`src/sv/swfd_pkg.sv`:
```
package swfd_pkg;

  localparam int unsigned CHECK_W = 16;
  localparam int unsigned MAXLEN_W = 12;
  localparam int unsigned CFG_IDX_W = 1;
  localparam int unsigned CFG_DATA_W = 16;
  localparam int unsigned IDX_W = 12;
  localparam int unsigned OUT_DATA_W = 160;
  localparam int unsigned OUT_USER_W = 3;

  localparam logic [CHECK_W-1:0] CHECK_TARGET_RST = 16'h5A5C;
  localparam logic [MAXLEN_W-1:0] MAX_LEN_RST = 12'd1500;

  localparam logic [7:0] SYNC_BYTE = 8'hFE;
  localparam logic [15:0] SYNC_WORD = 16'hFEFE;
  localparam logic [15:0] MIN_FRAME_LEN = 16'd12;
  localparam logic [7:0] PREVIEW_TYPE = 8'h12;

  // configuration register indexes
  localparam logic [CFG_IDX_W-1:0] REG_CHECK_TARGET = 1'b0;
  localparam logic [CFG_IDX_W-1:0] REG_MAX_LEN = 1'b1;

  // result status codes
  localparam logic [1:0] ST_OK = 2'd0;
  localparam logic [1:0] ST_MISMATCH = 2'd1;
  localparam logic [1:0] ST_BAD_LEN = 2'd2;

  // byte offsets inside a frame
  localparam logic [IDX_W-1:0] IDX_BODY_START = 12'd4;
  localparam logic [IDX_W-1:0] IDX_VER_LO = 12'd4;
  localparam logic [IDX_W-1:0] IDX_VER_HI = 12'd5;
  localparam logic [IDX_W-1:0] IDX_SEQ = 12'd6;
  localparam logic [IDX_W-1:0] IDX_SRC = 12'd7;
  localparam logic [IDX_W-1:0] IDX_DST = 12'd8;
  localparam logic [IDX_W-1:0] IDX_TYPE = 12'd9;
  localparam logic [IDX_W-4:0] IDX_OFFSET_BLK = 9'd4;  // bytes 32..39
  localparam logic [IDX_W-3:0] IDX_COUNT_BLK = 10'd10; // bytes 40..43

  typedef struct packed {
    logic [31:0] sample_count;
    logic [63:0] sample_offset;
    logic        is_preview;
    logic [7:0]  message_type;
    logic [7:0]  dest_addr;
    logic [7:0]  source_addr;
    logic [7:0]  sequence_num;
    logic [15:0] proto_version;
    logic [15:0] frame_length;
    logic [1:0]  status;
  } result_t;

endpackage

```
`src/sv/sync_word_frame_deframer.sv`:
```
// Channel   Direction  Handshake                Payload
// -------   ---------  ---------                -------
// s_axis    in         s_tvalid / s_tready      one received byte
// m_axis    out        m_tvalid / m_tready      one result per frame or bad length
// cfg       in         cfg_valid / cfg_ready    register index + write data
//
// One byte per cycle while the master side keeps up: a byte is registered, goes
// through the frame update once the result slot is free and its result (if any)
// lands in the output register.
// Reset (rst, synchronous) puts the deframer in hunting with empty state and
// loads the register defaults. A result waiting on a stalled master side freezes
// the byte stage, and s_tready drops once that stage is full; cfg_ready is always high.
module sync_word_frame_deframer (
  input  logic                             clk,
  input  logic                             rst,
  // slave side
  input  logic                             s_tvalid,
  output logic                             s_tready,
  input  logic [7:0]                       s_tdata,  // data_byte
  // master side
  output logic                             m_tvalid,
  input  logic                             m_tready,
  // frame_length[15:0] proto_version[31:16] sequence_num[39:32]
  // source_addr[47:40] dest_addr[55:48] message_type[63:56]
  // sample_offset[127:64] sample_count[159:128]
  output logic [swfd_pkg::OUT_DATA_W-1:0]  m_tdata,
  output logic [swfd_pkg::OUT_USER_W-1:0]  m_tuser,  // status[1:0] is_preview[2]
  // configuration writes
  input  logic                             cfg_valid,
  output logic                             cfg_ready,
  input  logic [swfd_pkg::CFG_IDX_W-1:0]   cfg_index,
  input  logic [swfd_pkg::CFG_DATA_W-1:0]  cfg_data
);

  logic [swfd_pkg::CHECK_W-1:0]  check_target;
  logic [swfd_pkg::MAXLEN_W-1:0] max_frame_len;

  logic              res_valid;
  logic              slot_free;
  swfd_pkg::result_t res;
  swfd_pkg::result_t out_res;

  // Register bank; writes are only legal while idle, so no interlock.
  assign cfg_ready = 1'b1;

  always_ff @(posedge clk) begin
    if (rst) begin
      check_target <= swfd_pkg::CHECK_TARGET_RST;
      max_frame_len <= swfd_pkg::MAX_LEN_RST;
    end else if (cfg_valid) begin
      case (cfg_index)
        swfd_pkg::REG_CHECK_TARGET: check_target <= cfg_data[swfd_pkg::CHECK_W-1:0];
        swfd_pkg::REG_MAX_LEN:      max_frame_len <= cfg_data[swfd_pkg::MAXLEN_W-1:0];
        default: begin
        end
      endcase
    end
  end

  // Hunt, length check, header capture and XOR check.
  swfd_core u_core (
    .clk           (clk),
    .rst           (rst),
    .in_valid      (s_tvalid),
    .in_ready      (s_tready),
    .in_byte       (s_tdata),
    .check_target  (check_target),
    .max_frame_len (max_frame_len),
    .slot_free     (slot_free),
    .res_valid     (res_valid),
    .res           (res)
  );

  // Result register; it frees itself in the same cycle it is taken.
  swfd_out_reg u_out (
    .clk       (clk),
    .rst       (rst),
    .res_valid (res_valid),
    .res       (res),
    .slot_free (slot_free),
    .out_valid (m_tvalid),
    .out_ready (m_tready),
    .out_res   (out_res)
  );

  assign m_tdata = {out_res.sample_count, out_res.sample_offset, out_res.message_type,
                    out_res.dest_addr, out_res.source_addr, out_res.sequence_num,
                    out_res.proto_version, out_res.frame_length};
  assign m_tuser = {out_res.is_preview, out_res.status};

endmodule

```
`src/sv/swfd_core.sv`:
```
// Input register, frame state and the per-byte update.
module swfd_core (
  input  logic                          clk,
  input  logic                          rst,
  input  logic                          in_valid,
  output logic                          in_ready,
  input  logic [7:0]                    in_byte,
  input  logic [swfd_pkg::CHECK_W-1:0]  check_target,
  input  logic [swfd_pkg::MAXLEN_W-1:0] max_frame_len,
  input  logic                          slot_free,
  output logic                          res_valid,
  output swfd_pkg::result_t             res
);

  typedef enum logic [1:0] {
    PH_HUNT  = 2'd0,
    PH_LENHI = 2'd1,
    PH_BODY  = 2'd2
  } phase_t;

  logic       stage_valid;
  logic [7:0] stage_byte;
  logic       adv;

  phase_t phase, phase_next;
  logic [7:0] prev_a, prev_a_next, prev_b, prev_b_next;
  logic [swfd_pkg::IDX_W-1:0] byte_index, byte_index_next;
  logic [15:0] length_held, length_held_next;
  logic [15:0] xor_accum, xor_accum_next;
  logic [7:0] low_half, low_half_next;
  logic [15:0] version_held, version_held_next;
  logic [7:0] seq_held, seq_held_next, src_held, src_held_next;
  logic [7:0] dst_held, dst_held_next, type_held, type_held_next;
  logic [63:0] offset_held, offset_held_next;
  logic [31:0] count_held, count_held_next;

  logic [15:0] len_word;
  logic [16:0] idx_plus1;
  logic        preview;

  assign adv = stage_valid && slot_free;
  assign in_ready = !stage_valid || slot_free;
  assign len_word = {stage_byte, low_half};
  assign idx_plus1 = {5'd0, byte_index} + 17'd1;
  assign preview = (type_held_next == swfd_pkg::PREVIEW_TYPE);

  always_comb begin
    phase_next = phase;
    prev_a_next = prev_a;
    prev_b_next = prev_b;
    byte_index_next = byte_index;
    length_held_next = length_held;
    xor_accum_next = xor_accum;
    low_half_next = low_half;
    version_held_next = version_held;
    seq_held_next = seq_held;
    src_held_next = src_held;
    dst_held_next = dst_held;
    type_held_next = type_held;
    offset_held_next = offset_held;
    count_held_next = count_held;
    res_valid = 1'b0;
    res = '0;

    case (phase)
      PH_LENHI: begin
        xor_accum_next = xor_accum ^ len_word;
        length_held_next = len_word;
        if (len_word < swfd_pkg::MIN_FRAME_LEN ||
            len_word > {{(16-swfd_pkg::MAXLEN_W){1'b0}}, max_frame_len}) begin
          res_valid = 1'b1;
          res.status = swfd_pkg::ST_BAD_LEN;
          res.frame_length = len_word;
          phase_next = PH_HUNT;
          prev_a_next = '0;
          prev_b_next = '0;
        end else begin
          phase_next = PH_BODY;
          byte_index_next = swfd_pkg::IDX_BODY_START;
        end
      end
      PH_BODY: begin
        if (!byte_index[0]) begin
          low_half_next = stage_byte;
        end else begin
          xor_accum_next = xor_accum ^ {stage_byte, low_half};
        end
        if (byte_index == swfd_pkg::IDX_VER_LO) begin
          version_held_next[7:0] = stage_byte;
        end else if (byte_index == swfd_pkg::IDX_VER_HI) begin
          version_held_next[15:8] = stage_byte;
        end else if (byte_index == swfd_pkg::IDX_SEQ) begin
          seq_held_next = stage_byte;
        end else if (byte_index == swfd_pkg::IDX_SRC) begin
          src_held_next = stage_byte;
        end else if (byte_index == swfd_pkg::IDX_DST) begin
          dst_held_next = stage_byte;
        end else if (byte_index == swfd_pkg::IDX_TYPE) begin
          type_held_next = stage_byte;
        end else if (byte_index[swfd_pkg::IDX_W-1:3] == swfd_pkg::IDX_OFFSET_BLK) begin
          offset_held_next[{byte_index[2:0], 3'b000} +: 8] = stage_byte;
        end else if (byte_index[swfd_pkg::IDX_W-1:2] == swfd_pkg::IDX_COUNT_BLK) begin
          count_held_next[{byte_index[1:0], 3'b000} +: 8] = stage_byte;
        end

        if (idx_plus1 >= {1'b0, length_held}) begin
          res_valid = 1'b1;
          res.status = (xor_accum_next == check_target) ? swfd_pkg::ST_OK
                                                        : swfd_pkg::ST_MISMATCH;
          res.frame_length = length_held;
          res.proto_version = version_held_next;
          res.sequence_num = seq_held_next;
          res.source_addr = src_held_next;
          res.dest_addr = dst_held_next;
          res.message_type = type_held_next;
          res.is_preview = preview;
          res.sample_offset = preview ? offset_held_next : 64'd0;
          res.sample_count = preview ? count_held_next : 32'd0;
          phase_next = PH_HUNT;
          prev_a_next = '0;
          prev_b_next = '0;
        end else begin
          byte_index_next = idx_plus1[swfd_pkg::IDX_W-1:0];
        end
      end
      default: begin
        if (prev_a == swfd_pkg::SYNC_BYTE && prev_b == swfd_pkg::SYNC_BYTE &&
            stage_byte != swfd_pkg::SYNC_BYTE) begin
          // new frame: clear everything held from the last one
          byte_index_next = '0;
          length_held_next = '0;
          xor_accum_next = swfd_pkg::SYNC_WORD;
          low_half_next = stage_byte;
          version_held_next = '0;
          seq_held_next = '0;
          src_held_next = '0;
          dst_held_next = '0;
          type_held_next = '0;
          offset_held_next = '0;
          count_held_next = '0;
          phase_next = PH_LENHI;
        end else begin
          phase_next = PH_HUNT;
          prev_a_next = prev_b;
          prev_b_next = stage_byte;
        end
      end
    endcase

    if (!adv) begin
      res_valid = 1'b0;
    end
  end

  always_ff @(posedge clk) begin
    if (rst) begin
      stage_valid <= 1'b0;
      phase <= PH_HUNT;
      prev_a <= '0;
      prev_b <= '0;
      byte_index <= '0;
      length_held <= '0;
      xor_accum <= '0;
      low_half <= '0;
      version_held <= '0;
      seq_held <= '0;
      src_held <= '0;
      dst_held <= '0;
      type_held <= '0;
      offset_held <= '0;
      count_held <= '0;
    end else begin
      if (in_ready) begin
        stage_valid <= in_valid;
      end
      if (adv) begin
        phase <= phase_next;
        prev_a <= prev_a_next;
        prev_b <= prev_b_next;
        byte_index <= byte_index_next;
        length_held <= length_held_next;
        xor_accum <= xor_accum_next;
        low_half <= low_half_next;
        version_held <= version_held_next;
        seq_held <= seq_held_next;
        src_held <= src_held_next;
        dst_held <= dst_held_next;
        type_held <= type_held_next;
        offset_held <= offset_held_next;
        count_held <= count_held_next;
      end
    end
  end

  always_ff @(posedge clk) begin
    if (in_ready && in_valid) begin
      stage_byte <= in_byte;
    end
  end

endmodule

```
`src/sv/swfd_out_reg.sv`:
```
// Result register on the master side.
module swfd_out_reg (
  input  logic              clk,
  input  logic              rst,
  input  logic              res_valid,
  input  swfd_pkg::result_t res,
  output logic              slot_free,
  output logic              out_valid,
  input  logic              out_ready,
  output swfd_pkg::result_t out_res
);

  assign slot_free = !out_valid || out_ready;

  always_ff @(posedge clk) begin
    if (rst) begin
      out_valid <= 1'b0;
    end else if (slot_free) begin
      out_valid <= res_valid;
    end
  end

  always_ff @(posedge clk) begin
    if (slot_free && res_valid) begin
      out_res <= res;
    end
  end

endmodule

```
`config.mk`:
```
export PLATFORM = sky130hd
export DESIGN_NAME = sync_word_frame_deframer
export DESIGN_NICKNAME = d
export VERILOG_FILES = /design/src/sv/swfd_pkg.sv /design/src/sv/sync_word_frame_deframer.sv /design/src/sv/swfd_core.sv /design/src/sv/swfd_out_reg.sv
export SDC_FILE = /design/constraint.sdc
export NUM_CORES = 1
export LEC_CHECK = 0
export BUFFER_PORTS_ARGS = -buffer_cell sky130_fd_sc_hd__buf_2
export CELL_PAD_IN_SITES_DETAIL_PLACEMENT = 0
export CELL_PAD_IN_SITES_GLOBAL_PLACEMENT = 1
export CORE_AREA = 2 2 220 222
export CTS_BUF_LIST = sky130_fd_sc_hd__clkbuf_4
export DETAILED_ROUTE_END_ITERATION = 10
export DIE_AREA = 0 0 222 224
export GPL_ROUTABILITY_DRIVEN = 0
export PLACE_DENSITY_LB_ADDON = 0.1
export SLEW_MARGIN = 25
export SYNTH_ARGS = -nofsm -noshare
export SYNTH_HDL_FRONTEND = slang
export SYNTH_SLANG_ARGS = --single-unit
```
`constraint.sdc`:
```
create_clock -name clk -period 15.11 [get_ports clk]
set_clock_uncertainty 0.15 [all_clocks]
set_input_delay 1.511 -clock clk [delete_from_list [all_inputs] [get_ports clk]]
set_output_delay 1.511 -clock clk [all_outputs]
set_load 0.05 [all_outputs]
```
**Word-level counts from Yosys, hierarchy flattened**

Cells that the tools add are included.

- Logic and storage cells: 168
- Register bits: 415
- Output and inout bits: 166
- Input bits: 30

- Add/sub/neg operators: 3
- Reductions and logical operators: 24
- Order comparisons: 3
- Shift operators: 4
- Bitwise operators: 4
- Multiplexer cells: 80
- Equal/unequal tests: 21

Operators with widths:

| operator | number |
|---|---|
| 64-bit two-way mux | 8 |
| 32-bit two-way mux | 9 |
| 8-bit two-way mux | 29 |
| 64-bit one-hot mux with 2 select lines | 1 |
| 8-bit one-hot mux with 2 select lines | 7 |
| 16-bit one-hot mux with 2 select lines | 3 |
| 64-bit bitwise mux | 1 |
| 16-bit two-way mux | 4 |
| 32-bit one-hot mux with 2 select lines | 1 |
| 8-bit by 8-bit variable shift with 64-bit output, first input constant | 1 |
| 8-bit by 8-bit indexed part select with 64-bit output | 1 |
| 12-bit by 3-bit equality test with 1-bit output, second input constant | 4 |
| 12-bit two-way mux | 3 |
| 18-bit two-way mux | 2 |
| 18-bit one-hot mux with 2 select lines | 1 |
| 32-bit bitwise mux | 1 |
| 8-bit by 7-bit variable shift with 32-bit output, first input constant | 1 |
| 8-bit by 7-bit indexed part select with 32-bit output | 1 |
| 12-bit by 4-bit equality test with 1-bit output, second input constant | 2 |
| 12-bit one-hot mux with 2 select lines | 1 |
| 17-bit by 16-bit >= comparator with 1-bit output | 1 |
| 16-bit equality test | 1 |
| 8-bit equality test, second input constant | 2 |
| 16-bit by 12-bit greater-than comparator with 1-bit output | 1 |
| other kinds (27) | 53 |

**Longest topological paths before layout**

Gate-level depths: netlist (run 1).

- Word-level depth: 12
- Depth in mapped cells: 16
- Mapped depth without buffers: 14

**Cells and area by module**

From an unflattened synthesis (run 1), not the netlist that was laid out.

- Cells, all modules: 2081
- Area total of the unflattened synthesis: 20025.5 µm²

By module, submodules not included:

| module | area each (µm²) | instances | cells an instance | seq. area each (µm²) |
|---|---|---|---|---|
| swfd_core | 13910.8 | 1 | 1796 | 4544.4 |
| swfd_out_reg | 4949.7 | 1 | 168 | 4914.7 |
| sync_word_frame_deframer | 1164.9 | 1 | 117 | 560.5 |

**Least setup slack after synthesis (run 1)**

OpenSTA, ideal clock, no wires.

- Path type: register to register
- From: register u_core.byte_index[0] (netlist name)
- To: register, netlist name u_out.out_res[0]
- Stages on the path, launching flop included: 15
- Clock period less this slack: 15713 ps
- Arrival: 14627 ps
- Path buffers: 1
- Path slack: -603 ps
- Cells stage by stage: dfxtp_1 -> ha_1 -> nand3_1 -> or2_2 -> nor2_1 -> and3_1 -> xor2_1 -> ha_1 -> a21oi_1 -> o21ai_1 -> a2111oi_0 -> a21oi_1 -> nand2_1 -> clkbuf_1 -> a21boi_0

- Cells in the longest elaborated chain, start to end: 6

RTL lines:

| item | line | text |
|---|---|---|
| start: declaration | swfd_core.sv:27 | `logic [swfd_pkg::IDX_W-1:0] byte_index, byte_index_next;` |
| start signal: assignment | swfd_core.sv:180 | `byte_index <= byte_index_next;` |
| 12-bit by 1-bit adder with 13-bit output | swfd_core.sv:44 | `assign idx_plus1 = {5'd0, byte_index} + 17'd1;` |
| 17-bit by 16-bit >= comparator with 1-bit output | swfd_core.sv:106 | `if (idx_plus1 >= {1'b0, length_held}) begin` |
| 1-bit two-way mux | swfd_core.sv:106 |  |
| 1-bit one-hot mux with 2 select lines | swfd_core.sv:65 | `case (phase)` |
| 1-bit two-way mux | swfd_core.sv:150 | `if (!adv) begin` |
| 1-bit logical AND | swfd_out_reg.sv:24 | `if (slot_free && res_valid) begin` |

No other way between the ends.
A chain may end at the register's enable or synchronous reset.

**Worst setup path in the final report (run 1)**

- From: register u_core.byte_index[1] (netlist name)
- To: register, netlist name u_out.out_res[5]

- Cells in the longest elaborated chain, start to end: 6

RTL lines:

| item | line |
|---|---|
| 12-bit by 1-bit adder with 13-bit output | swfd_core.sv:44 |
| 17-bit by 16-bit >= comparator with 1-bit output | swfd_core.sv:106 |
| 1-bit two-way mux | swfd_core.sv:106 |
| 1-bit one-hot mux with 2 select lines | swfd_core.sv:65 |
| 1-bit two-way mux | swfd_core.sv:150 |
| 1-bit logical AND | swfd_out_reg.sv:24 |

No other way between the ends.

==> metrics.log, run 1 <==
[metrics] proportion of total power due to net switching: 23.5%
[metrics] number of buffers inserted by hold repair at cts: 0
[metrics] Cell variety after synth: 64
[metrics] highest achievable clock rate: approximately 180 MHz
[metrics] CTS tree: done
[metrics] number of synthesized register bits: just over 400
[metrics] total number of vias: 15588
[metrics] fraction of layout instances using a drive strength above 1: just under 20%
[metrics] Final Setup Violations: 0
[metrics] unrepaired setup endpoints after global routing: no
[metrics] number of flops mapped to enable cells by yosys: 171
[metrics] element type at the critical path start: register
[metrics] dominant synthesized flop cell: sky130_fd_sc_hd__dfxtp_1
[metrics] vias per std cell: ~5.5
[metrics] number of resized instances in the post-cts repair step: 0
[metrics] proportion of power drawn by combinational gates: 3.8%
[metrics] VDD IR max: roughly 0.000052 V
[metrics] leading cell type by number of instances after synthesis: sky130_fd_sc_hd__nor2_1
[metrics] Placeable Area: about 47000 um^2
[metrics] cells traversed along the worst timing path: ha_1 > nand3_1 > or2_2 > nor2_1 > and3_1 > xor2_1 > ha_1 > a21oi_1 > o21ai_1 > a2111oi_0 > a21oi_1 > nand2_4 > a21boi_4 > buf_4
[metrics] Final Hold Vio Count: 0
[metrics] I/O pin cnt: between 150 and 200
[metrics] post-synthesis instance area: about 19000 um^2
[metrics] final core utilization: 45.7%
[metrics] number of levels in the clock H-tree: 3
[metrics] # rows: 80
[metrics] half-perimeter wire length after placement: 35300 um
[metrics] critical-path cell with the highest stage delay: sky130_fd_sc_hd__buf_4
[metrics] overall die height: 224 um
[metrics] number of global-route vias before repair: 14961
[metrics] Arrival @ worst endpoint: roughly 5.9 ns
[metrics] Slew Limit Fails: 0
[metrics] element type at the critical path end: register
[metrics] clock net sink count: 415
[metrics] Synth Net Count: 2034
[metrics] number of detailed-route iterations in the first pass: 5
[metrics] filler cell count in the final layout: 4647
[metrics] starting utilization of the core area: 39.4%
[metrics] DRC violation total after the first TritonRoute iteration: 1325
[metrics] share of the synthesized area in the top cell type: between 20% and 30%
[metrics] setup slack after layout: 9.44 ns
[metrics] wire length of the first global-routing pass: approximately 87000 um
[metrics] result of the run: finished, final reports clean
[metrics] sequential fraction of the synthesis area: 53.7%
[metrics] Worst Setup Slack post-DPL: ~9.6 ns
[metrics] internal portion of total power: 1780 uW
[metrics] number of antenna violations at the first check in global routing: 1
[metrics] Layout Area Growth over Synthesis: 16.1%
[metrics] worst skew pair latency: 0.87 ns
[metrics] NumNets Final: 2200
[metrics] DRC violations left: 0
[metrics] Crit path required time: 15.37 ns
[metrics] clock group share of total power: 45.9%
[metrics] antenna violation net count after detailed routing: 0
[metrics] number of buffers on the longest clock path: 3
[metrics] Post-CTS Setup Inserts: 0
[metrics] number of buffers created by CTS: 110
[metrics] post-synth top area cell: sky130_fd_sc_hd__edfxtp_1
[metrics] die outline area: 49700 um^2
[metrics] critical path peak fanout: 77
[metrics] final WL: 56900 um
[metrics] async set-or-reset flop fraction in the synthesized netlist: 0%
[metrics] buffer cell driving the clock tree root: sky130_fd_sc_hd__clkbuf_4
[metrics] dpl cells: 2637
[metrics] worst hold-check path type: register to register
[metrics] net switching component of the power: 546 uW
[metrics] synthesized netlist cell count: 1970
[metrics] delay of the slowest critical-path stage: around 0.80 ns
[metrics] number of warnings reported in the yosys synthesis log: 0
[metrics] Max-Slew Margin vs Limit: a little over a quarter
[metrics] combined global-route utilization of all metal layers: a little under a quarter
[metrics] mean instance size in the synthesized netlist: 9.47 um^2
[metrics] cell types with the highest counts after synthesis: sky130_fd_sc_hd__nor2_1, sky130_fd_sc_hd__dfxtp_1, sky130_fd_sc_hd__nand2_1, sky130_fd_sc_hd__edfxtp_1, sky130_fd_sc_hd__clkbuf_1
[metrics] worst setup path class: register to register
[metrics] GRT Residual Overflow: 0
[metrics] final period utilization: 37.5%
[metrics] count of placed standard cells in the final layout, fillers left out: 2848
[metrics] horizontal die dimension: 222 um
[metrics] hold slack final: 0.308 ns
[metrics] ratio of total power to cell area: 107 nW/um^2
[metrics] setup total negative slack: 0 ns
[metrics] drt wl/cell: 20.0 um
[metrics] total of max-cap violations: 0
[metrics] post-CTS clock slew at the launch and capture registers of the worst setup and hold paths: about 0.060 ns
[metrics] dominant cells by area after synthesis: sky130_fd_sc_hd__edfxtp_1, sky130_fd_sc_hd__dfxtp_1, sky130_fd_sc_hd__nor2_1, sky130_fd_sc_hd__a22oi_1, sky130_fd_sc_hd__nand2_1
[metrics] leakage power: a little over 0.008 uW
[metrics] Reg power frac: 50.3%
[metrics] count of port buffers added during placement: slightly below 200
[metrics] pin count of the biggest net entering global routing: 91
[metrics] Final min period: around 5.7 ns
[metrics] slew at the pin closest to its max-slew limit: 1.09 ns
## cells in the final DEF, fill, tap and decap left out, drive strengths merged, types with 34 or more instances in the layout
master	synthesis	final
a21oi	148	148
a22oi	138	138
buf	12	225
clkbuf	159	190
dfxtp	244	244
edfxtp	171	171
ha	34	34
inv	54	58
mux2i	66	66
nand2	243	243
nand3	51	51
nor2	297	297
## layer usage
metal | part of all wire (%) | track usage (%) | routed length (um)
met4 | 2.3 | 8.46 | 1290
met3 | 5.5 | 4.21 | 3140
met5 | 0 | 0 | 0
met1 | 47 | 31.3 | 26600
met2 | 45 | 35.1 | 25800
## per-stage QoR
stage	total power (uW)	area [um^2]
after floorplan	1250	18700
after global placement	1280	20000
after detailed placement	1280	20100
after CTS	2360	21600
after global routing	2420	21700
final	2330	21700
## final timing paths
kind         cells after the start  slack (ns)          endpoint                 start
min reg2reg                      2        0.31  max_frame_len[9]      max_frame_len[9]
max                             14        9.44  u_out.out_res[5]  u_core.byte_index[1]
min                              2        0.31  max_frame_len[9]      max_frame_len[9]
max reg2reg                     14        9.44  u_out.out_res[5]  u_core.byte_index[1]
## worst max-delay path: cells and delay by family (launching register included)
kind / cells / cell delay, ns
buffers and inverters: 1 / 0.80
XOR/XNOR: 1 / 0.08
adder cells (fa/ha/maj): 2 / 0.61
flip-flops: 1 / 0.49
AO/OA/AOI/OAI: 5 / 1.43
AND/OR/NAND/NOR: 5 / 1.45
## power groups by stage
stage	combinational (uW)	clock (uW)	sequential, uW
2_1_floorplan	52.1	0	1190
3_3_place_gp	85.5	0	1190
3_5_place_dp	86.5	0	1190
4_1_cts	86.8	1100	1170
5_1_grt	94.2	1160	1170
6_report	87.5	1070	1170
## state kept, by name, indices dropped and copies added, names as in the netlist, 8 cells and up
signal               cells
u_core.seq_held          8
u_core.count_held       32
u_core.low_half          8
u_core.src_held          8
check_target            16
u_core.xor_accum        16
u_core.byte_index       12
u_core.version_held     16
max_frame_len           12
u_core.prev_a            8
u_core.dst_held          8
u_core.offset_held      64
u_core.length_held      16
u_core.prev_b            8
u_out.out_res          163
u_core.stage_byte        8
u_core.type_held         8
## kinds of logic after synthesis
kind of cell / count (synthesis) / synth area share (%)
multiplexers: 66 / 3.54
flip-flops: 415 / 53.7
AO/OA/AOI/OAI: 471 / 17.3
AND/OR/NAND/NOR: 724 / 16.9
adder cells (fa/ha/maj): 34 / 2.28
XOR/XNOR: 34 / 1.60
buffers and inverters: 225 / 4.68
other: 1 / 0.0201
## cell type report
class	instances	area [um^2]	area share, %
Antenna cell	1	2.50	0.0116
Clock buffer	190	1430	6.59
Clock inverter	18	125	0.578
Inverter	54	203	0.936
Multi-Input combinational cell	1330	7860	36.3
Sequential cell	415	10000	46.3
Tap cell	615	769	3.55
Timing Repair Buffer	225	1250	5.79
(Power assumes the default switching activity.)
==> inputs of run 2 (changes only) <==
ABC_AREA = 1   (was not set)
CORE_AREA = 2 2 231 233   (was 2 2 220 222)
DIE_AREA = 0 0 233 235   (was 0 0 222 224)
clock period = 5.7 ns   (was 15.11 ns; I/O delays follow)
==> run 2 against run 1 <==
Non-clock buffer count increased by 52. Power increased to 2.9 times the previous value. Highest routed layer unchanged. Sequential share of layout area decreased by 4.7 points. Worst setup slack got worse by 8.4 ns. Count of clock-buffer cells in the layout decreased by 11. Final area increased by 11%. Wire length increased by 14%. Area after synthesis increased by 11%. Sequential cell count unchanged. Core utilization increased by 0.42 points. Synthesized cell count increased by 35%.
==> metrics.log, run 2 <==
[metrics] commonest cells after routing, fill and taps aside: sky130_fd_sc_hd__nand2_1, sky130_fd_sc_hd__inv_1, sky130_fd_sc_hd__dfxtp_1
[metrics] min-delay src: s_tdata[7]
[metrics] Slew Limit Fails: 0
[metrics] critical path peak fanout: 60
[metrics] vias per std cell: 5.05
[metrics] element type at the critical path end: register
[metrics] Final Hold Vio Count: 0
[metrics] post-synthesis instance area: 20600 um^2
[metrics] worst reg2reg startpoint: u_core.byte_index[0]
[metrics] setup total negative slack: 0 ns
[metrics] number of synthesized register bits: 415
[metrics] wire length of the first global-routing pass: 99600 um
[metrics] GRT Residual Overflow: 0
[metrics] Placeable Area: 52200 um^2
[metrics] NumNets Final: 2949
[metrics] register name with the most flops: u_out.out_res
[metrics] number of resized instances in the post-cts repair step: 0
[metrics] Cell variety after synth: 43
[metrics] worst hold-check path type: primary input to register
[metrics] slew at the pin closest to its max-slew limit: just under 1 ns
[metrics] placed cell areas: roughly 22000 um^2
[metrics] unrepaired setup endpoints after global routing: no
[metrics] leakage power: 0.00956 uW
[metrics] post-synth top area cell: sky130_fd_sc_hd__edfxtp_1
[metrics] # rows: 84
[metrics] clock net sink count: 415
[metrics] antenna violation net count after detailed routing: 0
[metrics] number of antenna violations at the first check in global routing: 2
[metrics] CTS tree: done
[metrics] filler cell count in the final layout: 5284
[metrics] routing usage on met1: 31.6%
[metrics] number of global-route vias before repair: 17580
[metrics] number of detailed-route iterations in the first pass: 5
[metrics] share of the synthesized area in the top cell type: 24.9%
[metrics] slack of the worst reg-to-reg path: 1.03 ns
[metrics] final period utilization: about four fifths
[metrics] worst skew pair latency: 0.93 ns
[metrics] critical-path cell with the highest stage delay: sky130_fd_sc_hd__dfxtp_1
[metrics] sequential fraction of the synthesis area: approximately half
[metrics] Final Setup Violations: 0
[metrics] registers with the most flip-flops: u_out.out_res: 163 flops, u_core.offset_held: 64 flops, u_core.count_held: 32 flops
[metrics] leading cell type by number of instances after synthesis: sky130_fd_sc_hd__nand2_1
[metrics] combined global-route utilization of all metal layers: between 20% and 30%
[metrics] count of port buffers added during placement: 194
[metrics] mean instance size in the synthesized netlist: 7.78 um^2
[metrics] element type at the critical path start: register
[metrics] Synth Net Count: 2716
[metrics] post-CTS clock slew at the launch and capture registers of the worst setup and hold paths: ~0.070 ns
[metrics] critical register-to-register path endpoint: u_core.byte_index[2]
[metrics] dominant cells by area after synthesis: sky130_fd_sc_hd__edfxtp_1, sky130_fd_sc_hd__dfxtp_1, sky130_fd_sc_hd__nand2_1, sky130_fd_sc_hd__inv_1, sky130_fd_sc_hd__o21ai_0
[metrics] Max-Slew Margin vs Limit: 35.2%
[metrics] most common cell after layout, fill and taps aside: sky130_fd_sc_hd__nand2_1
[metrics] fraction of layout instances using a drive strength above 1: 16.9%
[metrics] met3 usage in global routing: 4.66%
[metrics] highest achievable clock rate: 214 MHz
[metrics] drt wl/cell: 17.6 um
[metrics] depth of the most critical reg-to-reg path: 17
[metrics] half-perimeter wire length after placement: 42000 um
[metrics] pin count of the biggest net entering global routing: 135
[metrics] Final min period: about 4.7 ns
[metrics] async set-or-reset flop fraction in the synthesized netlist: 0%
[metrics] number of buffers created by CTS: around 120
[metrics] overall die height: 235 um
[metrics] total of max-cap violations: 0
[metrics] worst setup path class: register to register
[metrics] hold slack final: 0.202 ns
[metrics] ratio of total power to cell area: ~280 nW/um^2
[metrics] number of flip-flops in the largest register: 163
[metrics] cell types with the highest counts after synthesis: sky130_fd_sc_hd__nand2_1, sky130_fd_sc_hd__inv_1, sky130_fd_sc_hd__dfxtp_1, sky130_fd_sc_hd__o21ai_0, sky130_fd_sc_hd__a21oi_1
[metrics] delay of the slowest critical-path stage: approximately 0.7 ns
[metrics] number of levels in the clock H-tree: 3
[metrics] Crit path required time: 6.33 ns
[metrics] final WL: ~65000 um
[metrics] Layout Area Growth over Synthesis: 16.9%
[metrics] WHS Endpoint: u_core.stage_byte[7]
[metrics] DRC violation total after the first TritonRoute iteration: between 1000 and 1500
[metrics] I/O pin cnt: approximately 200
[metrics] horizontal die dimension: 233 um
[metrics] synthesized netlist cell count: 2652
[metrics] total number of vias: 18541
[metrics] global-route track usage on met2: around 37%
[metrics] cells traversed along the worst timing path: ha_1 > nand4_1 > nor2_1 > nand2_1 > o31ai_1 > ha_1 > nand2_1 > inv_1 > o21ai_0 > nand2_1 > nand2_1 > nand4_1 > nand2_2 > buf_4 > nand3_1 > nor2_1 > nor2_1
[metrics] dominant synthesized flop cell: sky130_fd_sc_hd__dfxtp_1
[metrics] DRC violations left: 0
[metrics] final core utilization: 46.2%
[metrics] total power draw: roughly 6700 uW
[metrics] buffer cell driving the clock tree root: sky130_fd_sc_hd__clkbuf_4
[metrics] number of warnings reported in the yosys synthesis log: 0
[metrics] crit-path most repeated cell: sky130_fd_sc_hd__nand2_1
[metrics] number of buffers on the longest clock path: 3
[metrics] Hold Path Cell Cnt: 2
[metrics] GRT busiest layer: met2
[metrics] VDD IR max: 0.000132 V
[metrics] starting utilization of the core area: 39.5%
[metrics] Final Cell Area: 24100 um^2
[metrics] number of flops mapped to enable cells by yosys: 171
[metrics] die outline area: 54800 um^2
[metrics] Arrival @ worst endpoint: between 5 and 6 ns
[metrics] result of the run: finished, final reports clean
run 2: cell count changes in the layout (fill, tap and decap cells not counted), sizes merged, moves of 22 or more:
cell	previous run	this run
nand4	16	66
a32oi	22	0
mux2i	66	0
nor3	32	120
nand2	243	698
dlygate4sd3	0	41
inv	58	334
nor2	297	186
nand3	51	86
a21oi	148	193
a22oi	138	0
o21ai	33	213
run 2: critical path: cells and delay by family (launching register included):
kind / cells / cell delay [ns]
adders and majority gates: 2 / 0.66
DFF: 1 / 0.69
buffers and inverters: 2 / 0.61
AOI/OAI and AO/OA: 2 / 0.45
and+or+nand+nor: 11 / 1.94
run 2: area by class of cell:
cell class	count	area, um^2	share of cell area [%]
clock buffer	179	1340	5.57
inverter	338	1270	5.28
timing repair buffer	277	1750	7.27
clock inverter	35	205	0.851
tap	688	861	3.57
multi-input combinational	1737	8660	35.9
antenna	1	2.50	0.0104
sequential	415	10000	41.5
run 2: worst max-delay path by stage:
stage | endpoint | start | cells after the start
2_1_floorplan | u_out.out_res[0] | u_core.byte_index[0] | 16
3_3_place_gp | u_core.byte_index[0] | u_core.byte_index[0] | 17
3_5_place_dp | u_core.byte_index[7] | u_core.byte_index[0] | 18
4_1_cts | u_core.byte_index[2] | u_core.byte_index[0] | 17
5_1_grt | u_core.byte_index[8] | u_core.byte_index[0] | 18
6_report | u_core.byte_index[2] | u_core.byte_index[0] | 17
run 2: per-stage QoR:
stage,instances,worst slack (ns)
detailed placement,3413,1.09
global route,3670,0.512
floorplan,2652,0.417
finish,3670,1.03
CTS,3668,1.04
global placement,3413,1.23
run 2: power breakdown:
group          switching, uW  total [uW]  internal (uW)
registers               49.7        3170           3120
logic                    498         677            179
clock network           1320        2830           1510
run 2: kinds of logic after synthesis:
kind of cell	after synthesis	synth area share, %
AOI/OAI and AO/OA	488	13.1
xor gates and xnor gates	36	1.53
adders and majority gates	34	2.06
buffers and inverters	500	9.65
DFF	415	48.6
other	1	0.0182
and+or+nand+nor	1178	25.1
run 2: layer usage:
layer  part of all wire [%]  routed length [um]  up-vias
met4                    2.8                1840        0
met3                    6.0                3860      115
met5                      0                   0        -
li1                       -                   -     9259
met1                     46               29600     8647
met2                     45               29300      520
run 2: what timing repair did:
item,CTS,global route
hold buffers,41,0
hold endpoints to repair,65,0
buffers inserted,0,0
==> inputs of run 3 (changes only) <==
clock period = 4.1 ns   (was 5.7 ns; I/O delays follow)
==> run 3 against run 2 <==
Sequential power grew 39%. Final area grew 1.1%. Wire length grew 0.43%. Via count grew 1.1%. Sequential share of layout area shrank 0.40 points. Count of clock-buffer cells in the layout shrank 8. First-iteration DRC count shrank 5.4%. Non-clock buffer count grew 18. Fmax grew 25%.
==> metrics.log, run 3 (synthesis results as in run 2) <==
[metrics] worst reg2reg startpoint: u_core.byte_index[0]
[metrics] unrepaired setup endpoints after global routing: no
[metrics] buffer cell driving the clock tree root: sky130_fd_sc_hd__clkbuf_4
[metrics] number of flip-flops in the largest register: 163
[metrics] DRC violation total after the first TritonRoute iteration: between 1000 and 1500
[metrics] element type at the critical path start: register
[metrics] CP Capture Point: u_out.out_res[35]
[metrics] Post-CTS Setup Inserts: 0
[metrics] Layout Area Growth over Synthesis: 18.1%
[metrics] half-perimeter wire length after placement: roughly 42000 um
[metrics] most common cell after layout, fill and taps aside: sky130_fd_sc_hd__nand2_1
[metrics] critical register-to-register path endpoint: u_out.out_res[35]
[metrics] number of buffers created by CTS: ~120
[metrics] Final Hold Vio Count: 0
[metrics] proportion of total power due to net switching: between 20% and 30%
[metrics] CTS tree: done
[metrics] vias per std cell: 5.08
[metrics] result of the run: finished, final reports clean
[metrics] antenna violation net count after detailed routing: 0
[metrics] clock group share of total power: 42.1%
[metrics] horizontal die dimension: 233 um
[metrics] clock net sink count: around 420
[metrics] setup slack after layout: 0.368 ns
[metrics] Final Setup Violations: 0
[metrics] combined global-route utilization of all metal layers: 23.5%
[metrics] post-CTS clock slew at the launch and capture registers of the worst setup and hold paths: 0.07 ns
[metrics] slack of the worst reg-to-reg path: 0.37 ns
[metrics] Arrival @ worst endpoint: 4.07 ns
[metrics] total of max-cap violations: 0
[metrics] count of port buffers added during placement: 194
[metrics] ratio of total power to cell area: 381 nW/um^2
[metrics] timing startpoint of the critical path: u_core.byte_index[0]
[metrics] number of antenna violations at the first check in global routing: 2
[metrics] final core utilization: 46.7%
[metrics] Crit path required time: 4.44 ns
[metrics] commonest cells after routing, fill and taps aside: sky130_fd_sc_hd__nand2_1, sky130_fd_sc_hd__inv_1, sky130_fd_sc_hd__dfxtp_1
[metrics] sequential standard cell area: between 10000 and 15000 um^2
[metrics] number of buffers on the longest clock path: 3
[metrics] slew at the pin closest to its max-slew limit: 0.911 ns
[metrics] total number of vias: 18745
[metrics] internal portion of total power: 6700 uW
[metrics] worst skew pair latency: ~0.89 ns
[metrics] depth of the most critical reg-to-reg path: 15
[metrics] Reg power frac: 47.4%
[metrics] GRT Residual Overflow: 0
[metrics] Placeable Area: between 50000 and 60000 um^2
[metrics] net switching component of the power: around 2600 uW
[metrics] starting utilization of the core area: a little under 40%
[metrics] worst setup path class: register to register
[metrics] fraction of layout instances using a drive strength above 1: 17.3%
[metrics] NumNets Final: 2966
[metrics] Final min period: 3.73 ns
[metrics] drt wl/cell: around 18 um
[metrics] registers with the most flip-flops: u_out.out_res: 163 flops, u_core.offset_held: 64 flops, u_core.count_held: 32 flops
[metrics] filler cell count in the final layout: between 5000 and 6000
[metrics] number of detailed-route iterations in the first pass: 7
[metrics] worst hold-check path type: primary input to register
[metrics] I/O pin cnt: 196
[metrics] number of levels in the clock H-tree: 3
[metrics] proportion of power drawn by combinational gates: between 10% and 20%
[metrics] overall die height: approximately 240 um
[metrics] Max-Slew Margin vs Limit: 39.1%
[metrics] element type at the critical path end: register
[metrics] die outline area: 54800 um^2
[metrics] final WL: 64900 um
[metrics] final period utilization: 91.0%
[metrics] pin count of the biggest net entering global routing: 162
[metrics] leakage power: 0.00967 uW
[metrics] number of global-route vias before repair: 17480
[metrics] Worst Setup Slack post-DPL: 0.269 ns
[metrics] # rows: 84
[metrics] area of combinational cells with multiple inputs: 8680 um^2
[metrics] Slew Limit Fails: 0
[metrics] VDD IR max: about 0.00022 V
[metrics] DRC violations left: 0
[metrics] critical path peak fanout: 42
[metrics] highest achievable clock rate: around 270 MHz
[metrics] wire length of the first global-routing pass: 100000 um
[metrics] register name with the most flops: u_out.out_res
==> run 3: worst min-delay path by stage <==
stage,slack (ns),cells after the start,start,end
2_1_floorplan,0.29,2,max_frame_len[1],max_frame_len[1]
3_3_place_gp,0.30,2,u_core.count_held[8],u_core.count_held[8]
3_5_place_dp,0.30,2,u_core.count_held[16],u_core.count_held[16]
4_1_cts,0.01,2,s_tdata[4],u_core.stage_byte[4]
5_1_grt,0.07,2,s_tdata[1],u_core.stage_byte[1]
6_report,0.11,2,s_tdata[6],u_core.stage_byte[6]
==> run 3: what timing repair did <==
action | in CTS | in global routing
setup endpoints to repair | 0 | 63
hold endpoints to repair | 64 | 0
resized for setup | 0 | 2
hold buffers | 43 | 0
==> run 3: layout make-up <==
type | count | share of cell area [%]
clock buffer | 171 | 5.27
inverter | 338 | 5.22
clock inverter | 45 | 1.07
tap | 688 | 3.53
sequential | 415 | 41.1
antenna | 1 | 0.0103
multi-input combinational | 1737 | 35.6
timing repair buffer | 295 | 8.13
==> run 3: power by group through the flow <==
stage / registers, uW / clock network (uW) / logic, uW
3_5_place_dp: 4490 / 0 / 936
4_1_cts: 4400 / 4040 / 971
5_1_grt: 4400 / 4260 / 1070
6_report: 4400 / 3910 / 972
3_3_place_gp: 4490 / 0 / 928
2_1_floorplan: 4520 / 0 / 587
==> run 3: per-stage QoR <==
step           total power, uW  cells  setup TNS (ns)  hold slack (ns)  area [um^2]
2_1_floorplan             5100   2652         -164.07            0.285        20700
3_3_place_gp              5420   3430               0            0.297        22400
3_5_place_dp              5430   3430               0            0.304        22400
4_1_cts                   9410   3689               0           0.0150        24400
5_1_grt                   9730   3690               0           0.0707        24400
6_report                  9280   3690               0            0.112        24400
==> run 3: routing by layer <==
layer / GRT usage [%] / wire length, um
met5: 0 / 0
met4: 7.80 / 1500
met3: 3.80 / 3480
met2: 37.4 / 29800
met1: 32.6 / 30100
==> run 3: worst max-delay path, stage by stage, from the launching register on <==
cell and delay (ns):
sky130_fd_sc_hd__dfxtp_4 0.48, sky130_fd_sc_hd__ha_4 0.19, sky130_fd_sc_hd__nand4_1 0.15, sky130_fd_sc_hd__nor2_1 0.19, sky130_fd_sc_hd__nand2_1 0.15, sky130_fd_sc_hd__o31ai_2 0.32
sky130_fd_sc_hd__ha_1 0.20, sky130_fd_sc_hd__nand2_1 0.07, sky130_fd_sc_hd__nor3_1 0.23, sky130_fd_sc_hd__nand3_1 0.15, sky130_fd_sc_hd__nand4_1 0.18, sky130_fd_sc_hd__nand2_2 0.07
sky130_fd_sc_hd__nand2_1 0.09, sky130_fd_sc_hd__nand2_2 0.07, sky130_fd_sc_hd__clkinvlp_4 0.12, sky130_fd_sc_hd__buf_4 0.49
